$ cat config.mk
export PLATFORM = sky130hd
export DESIGN_NAME = utf8_text_check_decoder
export DESIGN_NICKNAME = d
export VERILOG_FILES = /design/src/rtl/u8chk_pkg.sv /design/src/rtl/utf8_text_check_decoder.sv /design/src/rtl/u8chk_front.sv /design/src/rtl/u8chk_queue.sv /design/src/rtl/u8chk_back.sv
export SDC_FILE = /design/constraint.sdc
export NUM_CORES = 1
export LEC_CHECK = 0
export ABC_AREA = 1
export ABC_CLOCK_PERIOD_IN_PS = 2700
export BUFFER_PORTS_ARGS = -buffer_cell sky130_fd_sc_hd__buf_2
export CORE_UTILIZATION = 53
export CTS_CLUSTER_SIZE = 16
export DETAILED_ROUTE_END_ITERATION = 10
export PLACE_DENSITY = 0.82
export SYNTH_ARGS = -nofsm -noshare
export SYNTH_HDL_FRONTEND = slang
export SYNTH_SLANG_ARGS = --single-unit
$ cat constraint.sdc
create_clock -name clk -period 2.7 [get_ports clk]
set_input_delay 0.405 -clock clk [delete_from_list [all_inputs] [get_ports clk]]
set_output_delay 0.405 -clock clk [all_outputs]
set_load 0.01 [all_outputs]
$ cat src/rtl/u8chk_pkg.sv
// Shared types and constants for the UTF-8 text check decoder.
`timescale 1ns / 1ps

package u8chk_pkg;

	// Kinds of byte as seen without regard to decoder state.
	typedef enum logic [1:0] {
		KIND_TEXT,
		KIND_BAD,
		KIND_CONT,
		KIND_LEAD
	} kind_t;

	// One classified byte as it travels from the front part to the back part.
	typedef struct packed {
		logic       last;
		kind_t      kind;
		logic [2:0] pend;
		logic [6:0] bits;
	} class_t;

	localparam int QUEUE_DEPTH = 4;
	localparam int QPTR_W      = $clog2(QUEUE_DEPTH);
	localparam int QCNT_W      = $clog2(QUEUE_DEPTH + 1);

	localparam int CHAR_COUNT_W = 16;
	localparam int CODE_POINT_W = 31;

endpackage

$ cat src/rtl/utf8_text_check_decoder.sv
// Top level of the UTF-8 text check decoder.
//
//   Channel  Handshake               Payload
//   input    in_valid / in_ready     data_byte, last_byte
//   output   out_valid / out_ready   char_ready, code_point, char_count,
//                                    verdict_ready, is_utf8
//
// One byte per clock cycle is sustained while out_ready stays high. A byte that is
// transferred is written into the front queue and is then moved into the output
// register, from which its result is offered until it is transferred.
// The throughput is set by the state update in the back part.
// arst_n clears the queue pointers, the sequence state and the output valid flag at once.
// A stalled output fills the four-entry queue, after which in_ready falls.
`timescale 1ns / 1ps

module utf8_text_check_decoder #(
	parameter int COUNT_BITS = 16
) (
	input  logic        clk,
	input  logic        arst_n,
	input  logic        in_valid,
	output logic        in_ready,
	input  logic [7:0]  data_byte,
	input  logic        last_byte,
	output logic        out_valid,
	input  logic        out_ready,
	output logic        char_ready,
	output logic [30:0] code_point,
	output logic [15:0] char_count,
	output logic        verdict_ready,
	output logic        is_utf8
);

	logic              q_full;
	logic              q_not_empty;
	logic              push;
	logic              pop;
	u8chk_pkg::class_t push_item;
	u8chk_pkg::class_t head;

	u8chk_front u_front (
		.in_valid  (in_valid),
		.in_ready  (in_ready),
		.data_byte (data_byte),
		.last_byte (last_byte),
		.q_full    (q_full),
		.push      (push),
		.push_item (push_item)
	);

	u8chk_queue u_queue (
		.clk       (clk),
		.arst_n    (arst_n),
		.push      (push),
		.push_item (push_item),
		.full      (q_full),
		.pop       (pop),
		.not_empty (q_not_empty),
		.head      (head)
	);

	u8chk_back #(
		.COUNT_BITS (COUNT_BITS)
	) u_back (
		.clk           (clk),
		.arst_n        (arst_n),
		.q_not_empty   (q_not_empty),
		.head          (head),
		.pop           (pop),
		.out_valid     (out_valid),
		.out_ready     (out_ready),
		.char_ready    (char_ready),
		.code_point    (code_point),
		.char_count    (char_count),
		.verdict_ready (verdict_ready),
		.is_utf8       (is_utf8)
	);

endmodule

$ cat src/rtl/u8chk_front.sv
// Front part: takes bytes in and classifies them for the queue.
`timescale 1ns / 1ps

module u8chk_front (
	input  logic              in_valid,
	output logic              in_ready,
	input  logic [7:0]        data_byte,
	input  logic              last_byte,
	input  logic              q_full,
	output logic              push,
	output u8chk_pkg::class_t push_item
);

	logic is_text;

	assign in_ready = !q_full;
	assign push     = in_valid && !q_full;

	always_comb begin
		is_text = (data_byte >= 8'h20 && data_byte <= 8'h7E) ||
			data_byte == 8'h07 || data_byte == 8'h08 || data_byte == 8'h09 ||
			data_byte == 8'h0A || data_byte == 8'h0C || data_byte == 8'h0D ||
			data_byte == 8'h1B;

		push_item.last = last_byte;
		push_item.pend = 3'd0;
		push_item.bits = 7'd0;
		push_item.kind = u8chk_pkg::KIND_BAD;

		if (!data_byte[7]) begin
			if (is_text) begin
				push_item.kind = u8chk_pkg::KIND_TEXT;
				push_item.bits = data_byte[6:0];
			end
		end else if (!data_byte[6]) begin
			push_item.kind = u8chk_pkg::KIND_CONT;
			push_item.bits = {1'b0, data_byte[5:0]};
		end else if (!data_byte[5]) begin
			push_item.kind = u8chk_pkg::KIND_LEAD;
			push_item.pend = 3'd1;
			push_item.bits = {2'b0, data_byte[4:0]};
		end else if (!data_byte[4]) begin
			push_item.kind = u8chk_pkg::KIND_LEAD;
			push_item.pend = 3'd2;
			push_item.bits = {3'b0, data_byte[3:0]};
		end else if (!data_byte[3]) begin
			push_item.kind = u8chk_pkg::KIND_LEAD;
			push_item.pend = 3'd3;
			push_item.bits = {4'b0, data_byte[2:0]};
		end else if (!data_byte[2]) begin
			push_item.kind = u8chk_pkg::KIND_LEAD;
			push_item.pend = 3'd4;
			push_item.bits = {5'b0, data_byte[1:0]};
		end else if (!data_byte[1]) begin
			push_item.kind = u8chk_pkg::KIND_LEAD;
			push_item.pend = 3'd5;
			push_item.bits = {6'b0, data_byte[0]};
		end
		// 0xFE and 0xFF stay as bad bytes.
	end

endmodule

$ cat src/rtl/u8chk_queue.sv
// Short queue of classified bytes between the front and back parts.
`timescale 1ns / 1ps

module u8chk_queue (
	input  logic              clk,
	input  logic              arst_n,
	input  logic              push,
	input  u8chk_pkg::class_t push_item,
	output logic              full,
	input  logic              pop,
	output logic              not_empty,
	output u8chk_pkg::class_t head
);

	u8chk_pkg::class_t                  slots_q [u8chk_pkg::QUEUE_DEPTH];
	logic [u8chk_pkg::QPTR_W-1:0]       wr_ptr_q;
	logic [u8chk_pkg::QPTR_W-1:0]       rd_ptr_q;
	logic [u8chk_pkg::QCNT_W-1:0]       count_q;

	assign full      = count_q == u8chk_pkg::QCNT_W'(u8chk_pkg::QUEUE_DEPTH);
	assign not_empty = count_q != '0;
	assign head      = slots_q[rd_ptr_q];

	always_ff @(posedge clk) begin
		if (push) begin
			slots_q[wr_ptr_q] <= push_item;
		end
	end

	always_ff @(posedge clk or negedge arst_n) begin
		if (!arst_n) begin
			wr_ptr_q <= '0;
			rd_ptr_q <= '0;
			count_q  <= '0;
		end else begin
			if (push) begin
				wr_ptr_q <= wr_ptr_q + 1'b1;
			end
			if (pop) begin
				rd_ptr_q <= rd_ptr_q + 1'b1;
			end
			if (push && !pop) begin
				count_q <= count_q + 1'b1;
			end else if (pop && !push) begin
				count_q <= count_q - 1'b1;
			end
		end
	end

	a_no_overflow: assert property (@(posedge clk) disable iff (!arst_n)
		push |-> !full)
		else $error("queue written while full");

	a_no_underflow: assert property (@(posedge clk) disable iff (!arst_n)
		pop |-> not_empty)
		else $error("queue read while empty");

	a_count_bound: assert property (@(posedge clk) disable iff (!arst_n)
		count_q <= u8chk_pkg::QCNT_W'(u8chk_pkg::QUEUE_DEPTH))
		else $error("queue fill count beyond depth");

endmodule

$ cat src/rtl/u8chk_back.sv
// Back part: sequence state, decoding and the output register.
`timescale 1ns / 1ps

module u8chk_back #(
	parameter int COUNT_BITS = 16
) (
	input  logic              clk,
	input  logic              arst_n,
	input  logic              q_not_empty,
	input  u8chk_pkg::class_t head,
	output logic              pop,
	output logic              out_valid,
	input  logic              out_ready,
	output logic              char_ready,
	output logic [30:0]       code_point,
	output logic [15:0]       char_count,
	output logic              verdict_ready,
	output logic              is_utf8
);

	localparam int EXT_W = (COUNT_BITS > u8chk_pkg::CHAR_COUNT_W) ?
		COUNT_BITS : u8chk_pkg::CHAR_COUNT_W;

	logic [2:0]            pend_q;
	logic [30:0]           pv_q;
	logic                  seen_q;
	logic                  rej_q;
	logic [COUNT_BITS-1:0] count_q;

	logic [2:0]            pend_d;
	logic [30:0]           pv_d;
	logic                  seen_d;
	logic                  rej_d;
	logic [COUNT_BITS-1:0] count_d;
	logic                  ready_d;
	logic [30:0]           cp_d;
	logic [30:0]           shifted;
	logic [EXT_W-1:0]      count_ext;

	logic                  out_valid_q;
	logic                  char_ready_q;
	logic [30:0]           code_point_q;
	logic [15:0]           char_count_q;
	logic                  verdict_q;
	logic                  is_utf8_q;

	// The next byte moves in whenever the output register is free or being emptied.
	assign pop = q_not_empty && (!out_valid_q || out_ready);

	assign shifted   = {pv_q[24:0], head.bits[5:0]};
	assign count_ext = EXT_W'(count_d);

	always_comb begin
		pend_d  = pend_q;
		pv_d    = pv_q;
		seen_d  = seen_q;
		rej_d   = rej_q;
		count_d = count_q;
		ready_d = 1'b0;
		cp_d    = '0;

		if (!rej_q) begin
			if (pend_q != 3'd0) begin
				if (head.kind != u8chk_pkg::KIND_CONT) begin
					rej_d = 1'b1;
				end else begin
					pend_d = pend_q - 3'd1;
					pv_d   = shifted;
					if (pend_q == 3'd1) begin
						ready_d = 1'b1;
						cp_d    = shifted;
						pv_d    = '0;
						seen_d  = 1'b1;
					end
				end
			end else begin
				case (head.kind)
					u8chk_pkg::KIND_TEXT: begin
						ready_d = 1'b1;
						cp_d    = {24'd0, head.bits};
					end
					u8chk_pkg::KIND_LEAD: begin
						pend_d = head.pend;
						pv_d   = {24'd0, head.bits};
					end
					default: begin
						rej_d = 1'b1;
					end
				endcase
			end
			if (ready_d && count_q != '1) begin
				count_d = count_q + 1'b1;
			end
		end
	end

	always_ff @(posedge clk or negedge arst_n) begin
		if (!arst_n) begin
			pend_q  <= '0;
			pv_q    <= '0;
			seen_q  <= 1'b0;
			rej_q   <= 1'b0;
			count_q <= '0;
		end else if (pop) begin
			if (head.last) begin
				pend_q  <= '0;
				pv_q    <= '0;
				seen_q  <= 1'b0;
				rej_q   <= 1'b0;
				count_q <= '0;
			end else begin
				pend_q  <= pend_d;
				pv_q    <= pv_d;
				seen_q  <= seen_d;
				rej_q   <= rej_d;
				count_q <= count_d;
			end
		end
	end

	always_ff @(posedge clk or negedge arst_n) begin
		if (!arst_n) begin
			out_valid_q <= 1'b0;
		end else if (pop) begin
			out_valid_q <= 1'b1;
		end else if (out_ready) begin
			out_valid_q <= 1'b0;
		end
	end

	always_ff @(posedge clk) begin
		if (pop) begin
			char_ready_q <= ready_d;
			code_point_q <= cp_d;
			char_count_q <= count_ext[15:0];
			verdict_q    <= head.last;
			is_utf8_q    <= head.last && !rej_d && seen_d;
		end
	end

	assign out_valid     = out_valid_q;
	assign char_ready    = char_ready_q;
	assign code_point    = code_point_q;
	assign char_count    = char_count_q;
	assign verdict_ready = verdict_q;
	assign is_utf8       = is_utf8_q;

	a_clear_after_last: assert property (@(posedge clk) disable iff (!arst_n)
		(pop && head.last) |=> (pend_q == 3'd0 && count_q == '0 && !rej_q && !seen_q))
		else $error("state not cleared after the last byte of a buffer");

	a_verdict_only_last: assert property (@(posedge clk) disable iff (!arst_n)
		(out_valid_q && is_utf8_q) |-> verdict_q)
		else $error("verdict given on a byte that is not the last");

	a_cp_zero_idle: assert property (@(posedge clk) disable iff (!arst_n)
		(out_valid_q && !char_ready_q) |-> (code_point_q == '0))
		else $error("code point set without a completed character");

	a_rej_no_pending_work: assert property (@(posedge clk) disable iff (!arst_n)
		(pop && rej_q) |-> (!ready_d && pend_d == pend_q))
		else $error("rejected buffer still decoding");

endmodule

* Yosys cells after proc, flatten, opt, wreduce, memory -nomap -nowiden
Memories as Yosys holds them, arrays and structs flattened.
Cells that the tools add are included.
** Operators by class
- Add/sub/neg operators :: 6
- Order comparisons :: 2
- Equal/unequal tests :: 14
- Muxes and demuxes :: 52
- Reductions and logical operators :: 29
** Operators with widths (number)
- $mux 25 :: 6
- $mux 31 :: 3
- $mux 12 :: 5
- $mux 16 :: 3
- $eq 8x4->1 const B :: 5
- $mux 7 :: 4
- $mux 3 :: 9
- $mux 1 :: 20
- $add 16x1->16 const B :: 1
- $ne 16x16->1 const B :: 1
- $reduce_bool 3->1 :: 3
- $eq 8x3->1 const B :: 1
- $eq 8x5->1 const B :: 1
- $ge 8x6->1 const B :: 1
- $le 8x7->1 const B :: 1
- $logic_and 1x1->1 :: 8
- $logic_or 1x1->1 :: 8
- $sub 3x1->3 const B :: 2
- $logic_not 1->1 :: 5
- $add 2x1->2 const B :: 2
- $mux 2 :: 2
- $reduce_and 4->1 :: 1
- $reduce_bool 2->1 :: 2
- $add 3x1->3 const B :: 1
- other kinds (8) :: 8
** Word-level totals
- Bits in registers :: 104
- Word-level logic and storage cells :: 118
- Bits of input ports :: 13
- Memory bits (writable) :: 52
- Memories kept :: 1
- Output and inout port bits :: 52
** Memory list
- u_queue.slots_q :: depth 4, bits a word 13, rd ports 1, clocked after memory_dff 0, wr ports 1, RTL line u8chk_queue.sv:15 : u8chk_pkg::class_t slots_q [u8chk_pkg::QUEUE_DEPTH];

* Longest topological paths before layout
Gate-level depths: netlist of run 1.
- Word-level depth :: 11
- Gate-level depth with buffers :: 18
- Mapped depth without buffers :: 16

* Modules after synthesis
Synthesis of run 1 repeated with hierarchy kept, for this count alone.
** Unflattened totals
- Cells, all modules :: 713
- Area total of the unflattened synthesis :: 7221.9 um^2
** By module, submodules not included
- u8chk_back :: cells an instance 445, area an instance 4384.2 um^2, times used 1
- u8chk_queue :: cells an instance 200, area an instance 2504.9 um^2, times used 1
- u8chk_front :: cells an instance 68, area an instance 332.8 um^2, times used 1

* Least setup slack after synthesis of run 1
No wires, ideal clock.
- Path type :: flip-flop to flip-flop
- Start :: register u_queue.rd_ptr_q[0] in the netlist's numbering
- End :: register u_back.char_count_q[11], in the netlist u_back.char_count[11] (data pin)
- Buffers on the path :: 3
- Data arrival time :: 2.342 ns
- Setup time :: 0.255 ns
- Cell stages (with the launch flop) :: 17
- Setup slack :: 0.104 ns
- Data required time :: 2.445 ns
- Period minus slack after synthesis :: 2.596 ns
- Cells stage by stage :: dfrtp_1 -> buf_2 -> buf_1 -> nand2_1 -> a32oi_1 -> ha_1 -> inv_1 -> nor2_4 -> nand3_4 -> nand2_4 -> inv_2 -> nor2_8 -> buf_6 -> nand3b_4 -> inv_2 -> nand2_1 -> and2_1
** Between the ends
- Cells in the longest elaborated chain, start to end :: 8
- Elaborated cells on any way between the ends :: 10
- Those cells by class :: eq/ne (1); mux (6); reduce/logical (2); memory (1)
** RTL lines
- start: declaration :: RTL line u8chk_queue.sv:17 : logic [u8chk_pkg::QPTR_W-1:0] rd_ptr_q;
- start signal: assignment :: RTL line u8chk_queue.sv:40 : rd_ptr_q <= rd_ptr_q + 1'b1;
- $mem_v2 4x13 *
- $ne 2x2->1 / $logic_not 2->1 (equally long branches) :: RTL line u8chk_back.sv:64, u8chk_back.sv:77
- $mux 1 (on tied branches) :: RTL line u8chk_back.sv:64, u8chk_back.sv:77
- $mux 1 * :: RTL line u8chk_back.sv:63 : if (pend_q != 3'd0) begin
- $mux 1 * :: RTL line u8chk_back.sv:62 : if (!rej_q) begin
- $logic_and 1x1->1 * :: RTL line u8chk_back.sv:91 : if (ready_d && count_q != '1) begin
- $mux 16 * :: RTL line u8chk_back.sv:91
- $mux 16 * :: RTL line u8chk_back.sv:62
- via u_back.count_d[11] :: RTL line u8chk_back.sv:34 : logic [COUNT_BITS-1:0] count_d;
- end signal: assignment :: RTL line u8chk_back.sv:135 : char_count_q <= count_ext[15:0];
- end: declaration :: RTL line u8chk_back.sv:43 : logic [15:0] char_count_q;
The timed path passes the listed nets; every way through them passes the cells marked *. The select of a mux whose other input is x is not followed.
A chain may end at the register's enable or synchronous reset.

* Final worst setup path of run 1
- Start :: register u_queue.rd_ptr_q[1] in the netlist's numbering
- End :: register u_back.char_count_q[6], in the netlist u_back.char_count[6] (data pin)
Same word-level chain as after synthesis.

==> out/results.ini, run 1 <==
[route]
via_per_inst = 5.21
drc = 0
wl_per_cell_um = 13.9
drtIter0Drc = 313
drt_pass1_iterations = 5
ant_nets = 0
wirelength_um = 13100
vias = 4912

[yosys]
avgSynthCellArea_sq_um = 10.2
synth_top_cell_by_area = edfxtp_1
seq_area_frac_synth_pct = 63.7
synthesis.area_sq_um = 6930
synth.area.top_cells = edfxtp_1, dfrtp_1, nand2_1
synth_cell_types = 40
synth_cells = 678
synth_top_area_share_pct = 44.2
ys_warn_count = 0
ys_ff_latch = 156
syn_nets = 704

[worst_setup_path]
worst_setup_path_start_kind = flop
cpPeakStageDelay_ns = 0.46
critPathKind = reg -> reg
crit_slowest_cell = dfrtp_1
cp_num_buf_inv = 4
path_cells = inv_2, a21oi_1, a32oi_1, inv_1, ha_1, inv_1, nor2_4, nand3_4, nand2_4, inv_2, nor2_8, nand2_2, nor2_1, nand2_1, and2_1
critPathRequiredTime_ns = 2.87
end_kind = flop
arrival_ns = 2.66
crit_fanout = 13
crit_family = simple AND/OR/NAND/NOR gates

[finish]
fin_cells = 943
n_antenna_cell = 0
fillers = 925
area_growth_pct = 17.8
regArea_sq_um = 4410
fin_nets = 784
fin_util_pct = 64.5
multi_input_area_sq_um = 2070
layout_common_cells = nand2_1, edfxtp_1, inv_1
final_common_cell = nand2_1
drive_gt1_share_pct = 17.5

[grt]
grt_max_degree = 59
grt_use_total_pct = 20.8
antenna_found_initial = 0
grt_first_pass_wirelength_um = 21200
grt_overflow_total = 0
grt_pass1_vias = 4625

[cts]
postCtsSetupRepairBufs = 0
clk_latency_ns = 0.42
cts.sinks = 156
clk_pin_slew_ns = 0.06
htree_levels = 4
cts_buffer_depth = 2
cts_root_buf = clkbuf_16
numCtsBuffers = 17
cts_tree = done

[sta]
hold_violations = 0
min_period_ns = 2.49
worstMarginPinSlew_ns = 0.727
finClkSkew_ns = 0.0108
timing.fmax_mhz = 402
rsz0062_at_grt = false
setup_viol = 0
drv_slew = 0
fin_setup_tns_ns = 0
slew-limit-headroom_pct = 51.5
fin_ws_ns = 0.214
timing.final.crit_share_pct = 92.1

[floorplan]
start_util_pct = 54.7
ios = 65
num_rows = 41
die_x_um = 116
core_area_sq_um = 12700
die_y_um = 116
dieArea_sq_um = 13500

[placement]
io_buffers = 64
place_congestion = 0.881
dp_hpwl_um = 8810
dp_cells = 910
pre_cts_ws_ns = 0.125

[job]
maxCapViolations = 0

[run_status]
status = finished, final reports clean

[power_and_ir_drop]
power_density_nw_per_um2 = 1100
power_uw = 8970
ir_drop_mv = 0.641
leakagePower_uw = 0.00354

[min_path]
hp-class = in -> reg

==> worst paths after layout <==
check | slack (ns) | end | depth (start not counted) | start
setup / recovery | 0.21 | u_back.char_count[6] | 15 | u_queue.rd_ptr_q[1]
hold / removal | 0.20 | u_back.out_valid | 2 | out_ready
setup reg to reg | 0.21 | u_back.char_count[6] | 15 | u_queue.rd_ptr_q[1]
hold reg to reg | 0.51 | u_back.pv_q[10] | 2 | u_back.pv_q[4]
max in group asynchronous | 1.54 | u_back.count_q[14] | 3 | arst_n
min in group asynchronous | 0.52 | u_back.pv_q[24] | 2 | arst_n
==> worst reg2reg max path, delay by kind of cell, from the launching register on <==
family	cells	cell delay [ns]
and+or+nand+nor	8	0.95
DFF	1	0.46
buffers and inverters	4	0.38
AOI/OAI and AO/OA	2	0.24
adders and majority gates	1	0.19
==> per-layer routing <==
metal,up-vias,share of wire (%),global-route usage (%)
li1,2396,-,-
met1,2374,44,26.3
met2,124,51,34.4
met3,18,3.8,4.57
met4,0,1.8,9.49
met5,-,0,0
==> per-stage QoR <==
stage	hold slack [ns]	area (sq um)
detailed placement	0.437	7510
global placement	0.427	7510
global route	0.184	8170
CTS	0.183	8160
floorplan	0.109	6930
finish	0.198	8170
==> sequential cells by signal, indices dropped and copies added (netlist names) <==
signal,flops
u_back.count_q,16
u_back.char_count,16
u_queue.count_q,3
u_back.char_ready,1
u_back.pv_q,25
u_back.verdict_ready,1
u_back.rej_q,1
u_queue.slots_q,52
u_back.out_valid,1
u_back.is_utf8,1
u_back.code_point,31
u_queue.rd_ptr_q,2
u_queue.wr_ptr_q,2
u_back.seen_q,1
u_back.pend_q,3
==> cell families (layout without fill, tap and decap cells) <==
| group | after synthesis | in the layout | synth area share [%] |
|---|---|---|---|
| compound gates | 97 | 97 | 7.92 |
| xor+xnor | 10 | 10 | 1.37 |
| fa+ha+maj | 13 | 13 | 2.45 |
| buf+inv | 118 | 211 | 6.79 |
| flops | 156 | 156 | 63.7 |
| simple gates | 284 | 284 | 17.8 |
==> power breakdown <==
group / switching (uW) / internal (uW)
registers: 231 / 3250
logic: 2010 / 958
clock network: 956 / 1570
==> cell type report <==
type / count / share of cell area (%)
multi-input combinational: 404 / 25.4
clock inverter: 14 / 2.54
timing repair buffer: 81 / 5.67
tap: 172 / 2.63
clock buffer: 18 / 5.25
sequential: 156 / 54.0
inverter: 98 / 4.50
==> synthesized netlist by cell type, drive strengths merged <==
cell    number
inv         98
dfrtp       54
fa           1
and2         4
xnor2        5
nand2      142
o211ai       1
o22ai       12
buf         13
o21ai       48
nand3b       1
edfxtp     102
nand4        3
a31oi        2
ha          12
nor2        85
or2          1
a21boi       2
xor2         5
o21bai       1
nor3         2
clkbuf       7
a21oi       21
o21a         2
a32oi        8
nand3       46
==> repair_timing <==
action / in CTS / in global routing
endpoints found under the setup margin: 0 / 1
hold buffers: 1 / 0
hold endpoints to repair: 24 / 0
gates resized for setup: 0 / 3
No activity file was read; power rests on OpenSTA's default activity.
==> run 2: changes to the inputs <==
- CAP_MARGIN: unset -> 5
- CORE_UTILIZATION: 53 -> 54
- PLACE_DENSITY: 0.82 -> 0.83
- SYNTH_HIERARCHICAL: unset -> 1
==> out/results.ini, run 2 <==
[sta]
drv_slew = 0  ; unchanged
slew-limit-headroom_pct = 59.2  ; +7.7 points
timing.fmax_mhz = 423  ; +5.1%
worstMarginPinSlew_ns = 0.612  ; -0.116 ns
hold_violations = 0  ; unchanged
finClkSkew_ns = 0.00940  ; -0.00136 ns
setup_viol = 0  ; unchanged
fin_setup_tns_ns = 0  ; unchanged
min_period_ns = 2.36  ; -0.121 ns
rsz0062_at_grt = false
fin_ws_ns = 0.335  ; +0.121 ns
timing.final.crit_share_pct = 87.6  ; -4.5 points

[cts]
clk_latency_ns = 0.42  ; about the same
postCtsSetupRepairBufs = 0  ; unchanged
cts_buffer_depth = 2  ; unchanged
clk_pin_slew_ns = 0.06  ; about the same
cts.sinks = 156  ; unchanged
cts_tree = done
numCtsBuffers = 17  ; unchanged
htree_levels = 4  ; unchanged
cts_root_buf = clkbuf_16

[worst_setup_path]
rr_worst_depth = 10  ; -5
worst_setup_path_start_kind = flop
crit_fanout = 14  ; +1
critPathMostFrequentCell = nand2_4
path_cells = o211ai_1, nand2_1, inv_1, ha_1, nand4_2, nand2_4, nand2_4, nor2_4, nand3_2, and2_1
critPathKind = reg -> reg
crit_slowest_cell = dfrtp_2
cpPeakStageDelay_ns = 0.50  ; +0.04 ns
end_kind = flop
critPathRequiredTime_ns = 2.87  ; about the same
arrival_ns = 2.53  ; -0.13 ns

[yosys]
synth_cell_types = 40  ; unchanged
syn_nets = 739  ; +5.0%
seq_area_frac_synth_pct = 61.1  ; -2.5 points
ys_warn_count = 6  ; +6
ys.flop_type = edfxtp_1
async_reset_ff_share_pct = 34.6  ; unchanged
synthesis.area_sq_um = 7220  ; +4.2%
synth_edf_count = 102  ; unchanged
synthTopCellsByCount = nand2_1, inv_1, edfxtp_1, dfrtp_1, nor2_1
synth_top_cell_by_area = edfxtp_1
avgSynthCellArea_sq_um = 10.1  ; -0.94%
synth_top_area_share_pct = 42.4  ; -1.8 points
ys_ff_latch = 156  ; unchanged
synth.area.top_cells = edfxtp_1, dfrtp_1, nand2_1
synth_most_common_cell = nand2_1
synth_cells = 713  ; +5.2%

[route]
wl_per_cell_um = 13.7  ; -1.6%
drc = 0  ; unchanged
vias = 5042  ; +2.6%
ant_nets = 0  ; unchanged
via_per_inst = 5.21  ; about the same
drt_pass1_iterations = 7  ; +2
wirelength_um = 13300  ; +0.95%
drtIter0Drc = 547  ; +75%

[power_and_ir_drop]
seqPwrFrac_pct = 39.9  ; +1.1 points
power_density_nw_per_um2 = 1090  ; -0.32%
power_frac_clock_pct = 27.8  ; -0.4 points
p_sw_uw = 3200  ; +0.11%
combinationalPowerShare_pct = 32.3  ; -0.7 points
p_sw_share_pct = 35.2  ; -0.40 points
p_int_uw = 5880  ; +1.9%
ir_drop_mv = 0.733  ; +14%
leakagePower_uw = 0.00368  ; +3.8%

[grt]
grt_pass1_vias = 4722  ; +2.1%
grt_max_degree = 48  ; -19%
antenna_found_initial = 0  ; unchanged
grt_first_pass_wirelength_um = 22200  ; +4.7%
grt_overflow_total = 0  ; unchanged
grt_use_total_pct = 20.5  ; -0.28 points

[min_path]
hold_depth = 1  ; -1
hp-class = in -> reg

[placement]
pre_cts_ws_ns = 0.292  ; +0.167 ns
io_buffers = 64  ; unchanged
place_congestion = 0.834  ; -5.4%
dp_hpwl_um = 8390  ; -4.8%

[finish]
layout_common_cells = nand2_1, inv_1, edfxtp_1
regMostFlops = u_queue/slots_q
final_common_cell = nand2_1
fin_nets = 808  ; +3.1%
n_antenna_cell = 0  ; unchanged
fin_util_pct = 64.7  ; +0.24 points
multi_input_area_sq_um = 2150  ; +3.7%
largest_register_ffs = 52  ; unchanged
drive_gt1_share_pct = 19.6  ; +2.1 points
fillers = 935  ; +1.1%
regArea_sq_um = 4420  ; about the same
area_growth_pct = 14.9

[floorplan]
num_rows = 41  ; unchanged
ios = 65  ; unchanged
start_util_pct = 56.3  ; +1.6 points
core_area_sq_um = 12800  ; +1.2%
die_x_um = 118  ; +1.1%
die_y_um = 118  ; +1.1%
dieArea_sq_um = 13800  ; +2.2%

[run_status]
status = finished, final reports clean

[job]
maxCapViolations = 0  ; unchanged

-- run 2: cell families after synthesis --
kind of cell	Yosys count	synth area share, %
flip-flops	156	61.1
XOR/XNOR	4	0.485
buffers and inverters	144	9.16
adder cells (fa/ha/maj)	13	2.36
AO/OA/AOI/OAI	86	7.48
AND/OR/NAND/NOR	310	19.4
-- run 2: critical path: cells and delay by family (launching register included) --
family,cells,cell delay (ns)
AND/OR/NAND/NOR,7,1.11
flip-flops,1,0.50
buffers and inverters,1,0.09
AO/OA/AOI/OAI,1,0.20
adder cells (fa/ha/maj),1,0.20
-- run 2: what timing repair did --
item                                    in CTS  in global routing
endpoints found under the setup margin       0                  7
gates resized for setup                      0                  1
hold buffers                                 1                  0
hold endpoints to repair                    21                  0
-- run 2: layout make-up --
class | count | share of cell area, %
multi-input combinational | 413 | 25.9
clock buffer | 22 | 5.97
sequential | 156 | 53.2
tap | 172 | 2.59
inverter | 117 | 5.31
timing repair buffer | 77 | 5.22
clock inverter | 10 | 1.81
-- run 2: power by group through the flow --
stage / Clock, uW / Sequential, uW / Combinational [uW]
after floorplan: 0 / 3770 / 2030
after global placement: 0 / 3640 / 2830
after detailed placement: 0 / 3670 / 2890
after CTS: 2560 / 3630 / 2930
after global routing: 2650 / 3690 / 3260
final: 2520 / 3630 / 2930
-- run 2: stage by stage --
step | instances | total power [uW] | area [sq um] | hold WS [ns]
after CTS | 967 | 9120 | 8300 | 0.192
after global placement | 934 | 6480 | 7640 | 0.410
final | 967 | 9080 | 8300 | 0.211
after global routing | 967 | 9600 | 8300 | 0.190
after floorplan | 713 | 5800 | 7220 | 0.109
after detailed placement | 934 | 6560 | 7640 | 0.396
-- run 2: path summary, 6_finish.rpt --
| kind | endpoint | slack, ns | start |
|---|---|---|---|
| max in group asynchronous | u_queue/count_q[2] | 1.35 | arst_n |
| worst min register to register | u_queue/count_q[2] | 0.48 | u_queue/count_q[2] |
| worst max register to register | u_back/char_count[3] | 0.34 | u_queue/rd_ptr_q[0] |
| min in group asynchronous | u_back/pv_q[20] | 0.50 | arst_n |
| worst min-delay path | u_queue/slots_q[3][12] | 0.21 | last_byte |
| worst max-delay path | u_back/char_count[3] | 0.34 | u_queue/rd_ptr_q[0] |
-- run 2: per-layer routing --
metal	vias up	GRT usage, %	part of all wire, %
met5	-	0	0
met4	0	8.97	2.0
met3	23	4.94	4.7
met2	155	33.6	49
met1	2383	25.9	44
li1	2481	-	-
==> run 3: changes to the inputs <==
- RECOVER_POWER: unset -> 100
==> out/results.ini, run 3 (synthesis results as in run 2) <==
[finish]
n_antenna_cell = 0  ; unchanged
fin_nets = 808  ; unchanged
fillers = 978  ; +4.6%
largest_register_ffs = 52  ; unchanged
final_common_cell = nand2_1
layout_common_cells = nand2_1, inv_1, edfxtp_1
drive_gt1_share_pct = 10.3  ; -9.3 points
area_growth_pct = 13.1
regMostFlops = u_queue/slots_q

[power_and_ir_drop]
p_int_uw = 5780  ; -1.9%
leakagePower_uw = 0.00349  ; -5.2%
power_frac_clock_pct = 28.1  ; +0.3 points
seqPwrFrac_pct = 40.6  ; +0.7 points
p_sw_share_pct = 35.6  ; +0.38 points
p_sw_uw = 3190  ; -0.19%
ir_drop_mv = 0.722  ; -1.4%
power_density_nw_per_um2 = 1100  ; +0.32%
combinationalPowerShare_pct = 31.3  ; -1.0 points

[route]
drt_pass1_iterations = 5  ; -2
vias = 5061  ; +0.38%
via_per_inst = 5.23  ; +0.38%
drtIter0Drc = 548  ; +0.18%
ant_nets = 0  ; unchanged
wl_per_cell_um = 13.8  ; +0.38%
drc = 0  ; unchanged
wirelength_um = 13300  ; +0.38%

[sta]
worstMarginPinSlew_ns = 1.24  ; +0.631 ns
hold_violations = 0  ; unchanged
timing.fmax_mhz = 416  ; -1.7%
fin_ws_ns = 0.295  ; -0.0406 ns
timing.final.crit_share_pct = 89.1  ; +1.5 points
setup_viol = 0  ; unchanged
rsz0062_at_grt = false
finClkSkew_ns = 0.00988  ; +0.000483 ns
slew-limit-headroom_pct = 17.2  ; -42 points
drv_slew = 0  ; unchanged
fin_setup_tns_ns = 0  ; unchanged
min_period_ns = 2.41  ; +0.0406 ns

[cts]
cts_root_buf = clkbuf_16
clk_latency_ns = 0.42  ; about the same
cts_buffer_depth = 2  ; unchanged
htree_levels = 4  ; unchanged
clk_pin_slew_ns = 0.06  ; about the same
cts_tree = done
numCtsBuffers = 17  ; unchanged
postCtsSetupRepairBufs = 0  ; unchanged
cts.sinks = 156  ; unchanged

[grt]
antenna_found_initial = 0  ; unchanged
grt_first_pass_wirelength_um = 22200  ; unchanged
grt_max_degree = 48  ; unchanged
grt_overflow_total = 0  ; unchanged
grt_use_total_pct = 20.5  ; unchanged
grt_pass1_vias = 4722  ; unchanged

[placement]
pre_cts_ws_ns = 0.292  ; unchanged
place_congestion = 0.834  ; unchanged
io_buffers = 64  ; unchanged
dp_hpwl_um = 8390  ; unchanged

[worst_setup_path]
critPathRequiredTime_ns = 2.87  ; about the same
end_kind = flop
worst_setup_path_start_kind = flop
critPathKind = reg -> reg
arrival_ns = 2.58  ; +0.05 ns
crit_fanout = 14  ; unchanged

[floorplan]
ios = 65  ; unchanged
start_util_pct = 56.3  ; unchanged
die_x_um = 118  ; unchanged
die_y_um = 118  ; unchanged
core_area_sq_um = 12800  ; unchanged
num_rows = 41  ; unchanged
dieArea_sq_um = 13800  ; unchanged

[run_status]
status = finished, final reports clean

[min_path]
hp-class = in -> reg

[job]
maxCapViolations = 0  ; unchanged

[run 3: cell count changes in the layout (fill, tap and decap cells not counted), sizes merged]
cell | previous run | this run
clkbuf | 22 | 82
buf | 76 | 16
[run 3: layout make-up]
cell class              instances  area, sq um  area share [%]
inverters                     117          440            5.39
clock buffers                  22          495            6.07
multi-input cells             413         2100            25.7
clock inverters                10          150            1.84
flip-flops and latches        156         4420            54.1
repair buffers                 77          352            4.31
well taps                     172          215            2.64
[run 3: critical path, stage by stage, from the launching register on]
cell and delay [ns]:
dfrtp_1 0.48, inv_1 0.13, o211ai_1 0.11, nand2_1 0.09, inv_1 0.09, ha_1 0.20
nand4_2 0.19, nand2_4 0.11, nand2_4 0.09, nor2_4 0.32, nand3_1 0.15, and2_1 0.19
[run 3: per-stage QoR]
stage	instances	instance area (sq um)	hold slack (ns)	util, %	total power (uW)
2_1_floorplan	713	7220	0.109	-	5800
3_3_place_gp	934	7640	0.410	59.6	6480
3_5_place_dp	934	7640	0.396	59.6	6560
4_1_cts	967	8300	0.192	64.7	9120
5_1_grt	967	8170	0.261	63.7	9480
6_report	967	8170	0.267	63.7	8970
[run 3: final timing paths]
| kind | from | end | slack (ns) | cells after the start |
|---|---|---|---|---|
| min in group asynchronous | arst_n | u_back/pv_q[20] | 0.78 | 2 |
| max in group asynchronous | arst_n | u_queue/count_q[1] | 0.81 | 3 |
| worst min register to register | u_queue/count_q[2] | u_queue/count_q[2] | 0.47 | 2 |
| worst min-delay path | last_byte | u_queue/slots_q[3][12] | 0.27 | 1 |
| worst max register to register | u_queue/rd_ptr_q[1] | u_back/char_count[4] | 0.29 | 11 |
| worst max-delay path | u_queue/rd_ptr_q[1] | u_back/char_count[4] | 0.29 | 11 |
[run 3: routing by layer]
layer | GRT usage, % | routed length, um
met3 | 4.94 | 736
met2 | 33.6 | 6490
met1 | 25.9 | 5770
met4 | 8.97 | 300
met5 | 0 | 0
[run 3: timing repair]
action	in CTS	in global routing
endpoints found under the hold margin	21	0
setup endpoints to repair	0	7
gates resized for setup	0	1
hold buffers	1	0
[run 3: power groups by stage]
stage                     logic [uW]  registers, uW  clock network, uW
after global placement          2830           3640                  0
after global routing            3110           3710               2650
after CTS                       2930           3630               2560
after floorplan                 2030           3770                  0
after detailed placement        2890           3670                  0
final                           2800           3640               2520
